### config.mk
export PLATFORM = sky130hd
export DESIGN_NAME = spba_ram
export DESIGN_NICKNAME = d
export VERILOG_FILES = /design/src/rtl/spba_ram.sv
export SDC_FILE = /design/constraint.sdc
export NUM_CORES = 2
export LEC_CHECK = 0
export BUFFER_PORTS_ARGS = -buffer_cell sky130_fd_sc_hd__buf_2
export CORE_MARGIN = 2
export CORE_UTILIZATION = 45
export DETAILED_ROUTE_END_ITERATION = 16
export HOLD_SLACK_MARGIN = 0.12
export SETUP_SLACK_MARGIN = 0.5
export SYNTH_ARGS = -nofsm -noshare
export SYNTH_HDL_FRONTEND = slang
export SYNTH_SLANG_ARGS = --single-unit
### constraint.sdc
create_clock -name i_clk -period 7.6 [get_ports i_clk]
set_input_delay 2.28 -clock i_clk [delete_from_list [all_inputs] [get_ports i_clk]]
set_output_delay 2.28 -clock i_clk [all_outputs]
set_load 0.005 [all_outputs]
### src/rtl/spba_ram.sv
// Generic simple dual-port RAM: one write port, one registered read port.
// No dependencies.
module spba_ram #(
    parameter int WIDTH = 64,
    parameter int DEPTH = 64
) (
    input  logic                                   i_clk,
    input  logic                                   i_we,
    input  logic [((DEPTH > 1) ? $clog2(DEPTH) : 1)-1:0] i_waddr,
    input  logic [WIDTH-1:0]                       i_wdata,
    input  logic                                   i_re,
    input  logic [((DEPTH > 1) ? $clog2(DEPTH) : 1)-1:0] i_raddr,
    output logic [WIDTH-1:0]                       o_rdata
);

    logic [WIDTH-1:0] mem [DEPTH];

    always_ff @(posedge i_clk) begin
        if (i_we) begin
            mem[i_waddr] <= i_wdata;
        end
        if (i_re) begin
            o_rdata <= mem[i_raddr];
        end
    end

endmodule

==> metrics.cfg <==
[die]
io_pins = 143
fp-row-count = 216
coreArea_um2 = 347000
die_h_um = 595
die_w_um = 595
start_util = 0.453
design.die.area_um2 = 354000

[sta]
fin_tns_setup_ns = 0
slew-limit-headroom = 0.136
fin_skew_ns = 0.0413
finalHoldViolations = 0
drv_slew = 0
tightest_slew_ns = 1.29
fmax_mhz = 218
period_needed_ns = 4.59
post-route-period-util = 0.604
rsz0062_at_grt = false
finalSetupViolations = 0

[worst_setup_path]
cp.arrival_ns = 5.28
critPathKind = in2reg
cp-end-kind = register
crit_family = buffers and inverters
critPathRequiredTime_ns = 8.29
path_buf_inv = 2
startpoint_type = input pin
crit_slowest_cell = buf_4
path_cells = buf_2, nand2b_4, buf_4, o22ai_1, a41oi_1, a211oi_1
cpPeakStageDelay_ns = 0.80
path_max_fanout = 34

[cts]
numCtsBuffers = 411
cts_resized = 0
ctsHtreeMaxLevel = 5
cts.sinks = 4160
cts_tree = done
path_clk_slew_ns = 0.06
clock-root-buffer = clkbuf_16
clock_latency_ns = 0.97
cts_hold_buf = 0
cts_buffer_depth = 4
post_cts_buffers = 0

[job]
drv_cap = 0

[place]
dpl.hpwl_mm = 235
dp.cells = 11203
gp_congestion = 0.778
io_buffer_count = 142

[finish]
regArea_um2 = 125000
area_delta_synth_final_pct = 13.4
layout.nets = 7117
multi_input_area_um2 = 30800
layoutNonFillerInstCount = 11964
n_fill_cell = 26584
drive_gt1_frac = 0.285

[power_and_ir_drop]
irDropWorstVdd_v = 0.000388
p_total_uw = 47600
leakage_uw = 0.0552
powerDensity_nw_per_um2 = 268

[grt]
grt_remaining_overflow = 0
grt_max_degree = 113
grt_pass1_wl_mm = 613
antenna_found_initial = 24
grt_pass1_vias = 76146
grt_use_total = 0.249

[status]
status = completed

[synthesis]
yosysUniqueCellTypes = 32
ys_seq_elements = 4160
synthesis.area_um2 = 157000
yosysSeqAreaShare = 0.796
syn_area_per_cell_um2 = 23.8
ys.warnings.count = 0
postSynthCellCount = 6598
synth_nets = 6677

[route]
drt_iter0_drc = 10731
via_per_inst = 6.37
drcViolationCount = 0
detail_route.first_pass.iterations = 7
drtAntennaViolNets = 0
drt-total-wl_mm = 445
routedWlPerCell_um = 37.2
vias = 76185

[worst_hold_path]
hold_class = reg2reg

==> area by class of cell <==
type | instances | share of cell area
Sequential cell | 4160 | 0.702
Antenna cell | 13 | 0.000183
Clock buffer | 494 | 0.0602
Timing Repair Buffer | 397 | 0.0192
Inverter | 19 | 0.000401
Multi-Input combinational cell | 2049 | 0.173
Clock inverter | 254 | 0.0132
Tap cell | 4578 | 0.0322
==> logic make-up after synthesis <==
group,Yosys count,synth area share
multiplexers,1159,0.156
buffers and inverters,389,0.0118
flip-flops,4160,0.796
AND/OR/NAND/NOR,386,0.0123
AO/OA/AOI/OAI,504,0.0247
==> final timing paths <==
path,from,end,slack [ns],cells after the start
max,i_raddr[3],o_rdata[41],3.01,6
min,mem[39][12],o_rdata[12],0.91,4
max reg2reg,mem[12][26],o_rdata[26],5.15,5
min reg2reg,mem[39][12],o_rdata[12],0.91,4
==> through the flow <==
step / hold WS (ns) / setup WS, ns / utilization / cell area, um2
6_report: 0.915 / 3.01 / 0.513 / 178000
5_1_grt: 0.976 / 2.84 / 0.513 / 178000
4_1_cts: 0.920 / 3.03 / 0.513 / 178000
3_5_place_dp: 0.908 / 1.98 / 0.476 / 165000
3_3_place_gp: 0.904 / 2.01 / 0.476 / 165000
2_1_floorplan: 0.865 / 1.29 / - / 157000
==> worst min-delay path, stage by stage (launching register included) <==
cell,delay [ns]
edfxtp_1,0.31
mux4_2,0.22
a22oi_1,0.06
nand3_1,0.07
and3_1,0.15
==> layer usage <==
layer / share of wire / up-vias / GRT usage
li1: - / 29474 / -
met1: 0.40 / 42118 / 0.353
met2: 0.49 / 3932 / 0.401
met3: 0.087 / 653 / 0.0421
met4: 0.029 / 8 / 0.0721
met5: 0.00011 / - / 0
==> power breakdown <==
group,switching [uW],internal [uW]
combinational,1360,791
sequential,90.5,25500
clock,8580,11400
==> cells in the final DEF, fill, tap and decap left out, types with 77 or more instances in the layout <==
master     instances
buf_2            138
clkinv_2          83
a22o_1            88
buf_4            195
mux4_2          1024
a22oi_1          168
clkbuf_16        417
mux2i_1          135
edfxtp_1        4160
clkinv_1         102
clkbuf_1          77
o22ai_1           83
==> synth_stat cells <==
cell          n  area [um2]
nand4_1       2        12.5
mux4_2     1024       23100
a31oi_1      18         113
nand2b_1     11        68.8
buf_6         6        67.6
a22o_1       88         771
a31o_1        1        8.76
or3_1        29         181
mux2i_1     135        1350
buf_1        20        75.1
nand4b_1      1        8.76
a2bb2oi_1    19         166
buf_2       170         851
nand2_1      58         218
o22ai_1      83         519
clkbuf_1    140         526
inv_1        19        71.3
nor3_1        2        10.0
buf_4        34         255
or2_2        28         175
edfxtp_1   4160      125000
a41oi_1      26         228
a22oi_1     168        1260
nand3_1      45         225
a211oi_1     63         473
nor2b_1      28         175
nor2_1      112         420
and3_1       64         400
or3b_2        1        8.76
nand3b_1      2        15.0
and2_1        3        18.8
o221ai_1     38         333
==> sequential cells by signal, summed over array words and instances (netlist names) <==
name	count
mem	4096
o_rdata	64
Note: power is estimated with default switching activity, not from simulation.
