<file path="src/rtl/spba_pkg.sv">
// Package for the subpool bitmap counter allocator.
// Holds field widths, register indexes, status codes and the scan structs.
// No dependencies.
package spba_pkg;

    localparam int WORD_W          = 64;
    localparam int WORD_LW         = 6;

    localparam int MAX_COUNTERS_DEF = 4096;
    localparam int BANK_SIZE_DEF    = 256;

    localparam int POOL_W     = 13;
    localparam int BANKS_W    = 5;
    localparam int ESIZE_W    = 5;
    localparam int INDEX_W    = 12;
    localparam int STATUS_W   = 2;
    localparam int CFG_IDX_W  = 3;
    localparam int CFG_DATA_W = 13;

    localparam logic [STATUS_W-1:0] ST_OK        = 2'd0;
    localparam logic [STATUS_W-1:0] ST_NO_SPACE  = 2'd1;
    localparam logic [STATUS_W-1:0] ST_BAD_INDEX = 2'd2;

    localparam logic [CFG_IDX_W-1:0] CFG_POOL_SIZE         = 3'd0;
    localparam logic [CFG_IDX_W-1:0] CFG_BANKS_FIRST       = 3'd1;
    localparam logic [CFG_IDX_W-1:0] CFG_BANKS_SECOND      = 3'd2;
    localparam logic [CFG_IDX_W-1:0] CFG_ENTRY_SIZE_FIRST  = 3'd3;
    localparam logic [CFG_IDX_W-1:0] CFG_ENTRY_SIZE_SECOND = 3'd4;

    localparam logic [POOL_W-1:0]  POOL_SIZE_RST         = 13'd4096;
    localparam logic [BANKS_W-1:0] BANKS_FIRST_RST       = 5'd8;
    localparam logic [BANKS_W-1:0] BANKS_SECOND_RST      = 5'd8;
    localparam logic [ESIZE_W-1:0] ENTRY_SIZE_FIRST_RST  = 5'd1;
    localparam logic [ESIZE_W-1:0] ENTRY_SIZE_SECOND_RST = 5'd2;

    localparam logic KIND_ALLOC = 1'b0;
    localparam logic KIND_FREE  = 1'b1;

    typedef struct packed {
        logic               first;
        logic [WORD_LW-1:0] lo;
        logic               last;
        logic [WORD_LW-1:0] hi;
    } t_scan_cut;

    typedef struct packed {
        logic               found;
        logic [WORD_LW-1:0] bit_idx;
    } t_scan_hit;

endpackage

</file>
<file path="src/rtl/spba_scan.sv">
// Masked first-free search over one bitmap word.
// Depends on spba_pkg for the word width and the scan structs.
module spba_scan (
    input  logic [spba_pkg::WORD_W-1:0] i_word,
    input  spba_pkg::t_scan_cut         i_cut,
    output spba_pkg::t_scan_hit         o_hit
);
    import spba_pkg::*;

    logic [WORD_W-1:0] w_below;
    logic [WORD_W-1:0] w_keep;
    logic [WORD_W-1:0] w_used;

    always_comb begin
        w_below = i_cut.first ? ~({WORD_W{1'b1}} << i_cut.lo) : '0;
        w_keep  = i_cut.last ? ({WORD_W{1'b1}} >> (WORD_LW'(WORD_W - 1) - i_cut.hi))
                             : {WORD_W{1'b1}};
        w_used  = i_word | w_below | ~w_keep;
        o_hit.found   = ~&w_used;
        o_hit.bit_idx = '0;
        for (int i = WORD_W - 1; i >= 0; i--) begin
            if (!w_used[i]) begin
                o_hit.bit_idx = WORD_LW'(i);
            end
        end
    end

endmodule

</file>
<file path="config.mk">
export PLATFORM = sky130hd
export DESIGN_NAME = spba_scan
export DESIGN_NICKNAME = d
export VERILOG_FILES = /design/src/rtl/spba_pkg.sv /design/src/rtl/spba_scan.sv
export SDC_FILE = /design/constraint.sdc
export NUM_CORES = 1
export LEC_CHECK = 0
export BUFFER_PORTS_ARGS = -buffer_cell sky130_fd_sc_hd__buf_2
export CAP_MARGIN = 5
export CORE_AREA = 2 2 72 74
export DETAILED_ROUTE_END_ITERATION = 8
export DIE_AREA = 0 0 74 76
export PLACE_DENSITY = 0.83
export SLEW_MARGIN = 30
export SYNTH_ARGS = -nofsm -noshare
export SYNTH_HDL_FRONTEND = slang
export SYNTH_SLANG_ARGS = --single-unit
</file>
<file path="constraint.sdc">
create_clock -name vclk -period 2.8
set_input_delay 0.14 -clock vclk [all_inputs]
set_output_delay 0.14 -clock vclk [all_outputs]
set_load 0.05 [all_outputs]
</file>
==> summary.md <==
| Metric | Value |
|---|---|
| Status | finished, final reports clean |
| Hold Fails Final Rpt | 0 |
| Die width | about 74 µm |
| First-pass GRT wire length | between 15,000 and 20,000 µm |
| CP arrival | 2.61 ns |
| Max FO, Critical Path | 11 |
| Area Overhead vs Synth | 37.88% |
| Distinct cells, synth | 70 |
| Worst hold path type | in2out |
| # nets final | about 620 |
| Total congestion overflow | 0 |
| Slowest library cell on the worst path | a2111oi_0 |
| Via/cell ratio | around 7.0 |
| Hold path depth | 6 |
| Cells after synthesis | roughly 420 |
| Syn_area_per_cell | just over 6 µm² |
| Final ANT Viol Nets | 0 |
| Top delay family on crit path | compound AO/OA/AOI/OAI gates |
| Post-layout util | 0.7305 |
| Sequential fraction of the synthesis area | 0 |
| I/O Pins | 85 |
| Critical path class | in2out |
| Gp weighted congestion | between 1 and 1.5 |
| Worst VDD drop | 0.0001306 V |
| Initial Util | 0.5298 |
| CP peak stage delay | ~0.46 ns |
| Measured slew at the worst slew-check pin | a little under 0.6 ns |
| Share of cells above drive strength 1 | 0.3598 |
| M1 WL | 4782 µm |
| Top routing layer in use | met4 |
| Fin area | approximately 3600 µm² |
| DR DRC count | 0 |
| CTS Hold Buffers Added | 0 |
| Power Total | just over 0.7 mW |
| Most frequent CP cell | o21ai_0 |
| Die Footprint | between 5000 and 6000 µm² |
| Initial antenna violation count | 0 |
| Yosys warning count | 0 |
| Mapped Area | approximately 2600 µm² |
| First-pass DRT Iterations | 6 |
| Met3 WL post-DR | approximately 1600 µm |
| Largest net degree at the start of global routing | 24 |
| Routed WL per cell | 21.15 µm |
| CP Depth | 10 |
| Leakage | approximately 1.5 nW |
| Fillers | between 400 and 500 |
| WHS | roughly 0.90 ns |
| Main area contributors after synthesis | o21ai_0, nand2_1, a21oi_1 |
| Post-Place Worst Slack | -0.1623 ns |
| Clock Buffer Count | 0 |
| Final number of setup-violating endpoints | 0 |
| Routed WL | ~13,000 µm |
| Register area | 0 µm² |
| MaxCap Viol Count | 0 |
| Die Y | roughly 76 µm |
| Total track usage | 0.4470 |
| FF+latch count | 0 |
| Worst setup path start | i_cut[2] |
| Post-DP HPWL | 10,370 µm |
| Top cell type's share of synthesized area | 0.07308 |
| Slew headroom | 0.6053 |
| WP data required | approximately 2.7 ns |
| Dpl cell area | between 3000 and 4000 µm² |
| # rows | 26 |
| Max Slew Vio Count | 0 |
| Core Area | roughly 4900 µm² |
| Violation count after the first detailed-routing iteration | around 540 |
| CP Capture Type | output port |
| Setup ws final | around 0.052 ns |
| CP Launch Type | input port |
| Hold_sp | i_word[1] |
| P per Cell Area | 198.4 nW/µm² |
| Min Tclk post-route | 2.748 ns |
| Vias in the first global route | just under 4,000 |
| Total number of vias | around 4,300 |
| Input/output buffers | 85 |
| CP Cell Sequence | buf_2, buf_4, o21ai_0, a2111oi_0, o21ai_0, nand4_1, nor2_1, a2111o_1, a211oi_2, clkbuf_4 |
| Syn_nets | 500 |
| Met2 routed WL | just under 6000 µm |
| Final worst-path cycle share | 0.9813 |
| Antenna diodes | 0 |
| Worst Path Buf+Inv | 3 |
| Fmax | 364.0 MHz |
| Post-synth top area cell | o21ai_0 |
-- metrics by stage --
| stage | cells | setup TNS, ns |
|---|---|---|
| global placement | 610 | -0.1884 |
| finish | 612 | 0 |
| detailed placement | 610 | -0.1623 |
| CTS | 610 | -0.02164 |
| global route | 612 | -0.05557 |
| floorplan | 422 | 0 |
-- cell type report --
class,instances,area (µm²),area share
inverters,11,41.29,0.01151
multi-input cells,373,2449,0.6824
well taps,70,87.58,0.02441
repair buffers,158,1011,0.2817
-- cell usage after synthesis, types with 7 or more instances --
master and instances:
o21ai_0 38, a221oi_1 8, nor2b_1 7, a211oi_1 20, inv_1 11, nand3_1 20
clkbuf_1 7, nand2b_1 7, a31oi_1 10, a22oi_1 9, o211ai_1 11, nand4_1 11
a21oi_1 34, nand2_1 50, buf_2 20, and2_1 7, nor2_1 27
-- cell usage in the layout, fill, tap and decap left out, types with 4 or more instances in the layout --
master / synthesis / routed
buf_2: 20 / 80
buf_4: 6 / 71
nand2_1: 50 / 49
o21ai_0: 38 / 37
a21oi_1: 34 / 34
nor2_1: 27 / 26
nand3_1: 20 / 20
a211oi_1: 20 / 16
nand4_1: 11 / 11
inv_1: 11 / 11
o211ai_1: 11 / 11
a31oi_1: 10 / 10
a22oi_1: 9 / 9
nand2b_1: 7 / 7
nor2b_1: 7 / 7
and2_1: 7 / 6
a221oi_1: 8 / 6
nor3_1: 6 / 6
a21o_1: 6 / 6
a211o_1: 6 / 6
a31o_2: 5 / 5
clkbuf_4: 0 / 5
or2_2: 4 / 4
o31ai_1: 4 / 4
a21boi_0: 4 / 4
a211oi_2: 0 / 4
-- per-layer routing --
layer,vias to the layer above,GRT usage
met1,1928,0.5827
met3,74,0.07804
met5,-,0
met4,0,0.2127
li1,1921,-
met2,368,0.6991
-- final timing paths --
kind,end,slack [ns]
setup / recovery,o_hit[3],0.05
hold / removal,o_hit[1],0.90
-- logic make-up after synthesis --
| group | Yosys count | synth area share |
|---|---|---|
| compound gates | 199 | 0.5380 |
| simple gates | 174 | 0.3644 |
| buf+inv | 49 | 0.09760 |
-- power breakdown --
part,internal (mW),total (mW),switching (mW)
Clock,0,0,0
Sequential,0,0,0
Combinational,0.289,0.712,0.423
-- timing repair --
item	in CTS	in global routing
setup endpoints to repair	1	7
gates resized for setup	2	22
pin swaps	0	1
setup buffers	0	2
-- worst min-delay path, stage by stage --
cell      delay, ns
buf_2          0.10
a21oi_1        0.10
nand2_1        0.09
nand2_1        0.09
a221oi_2       0.04
clkbuf_4       0.20
Power figures use the tool's default switching activity.
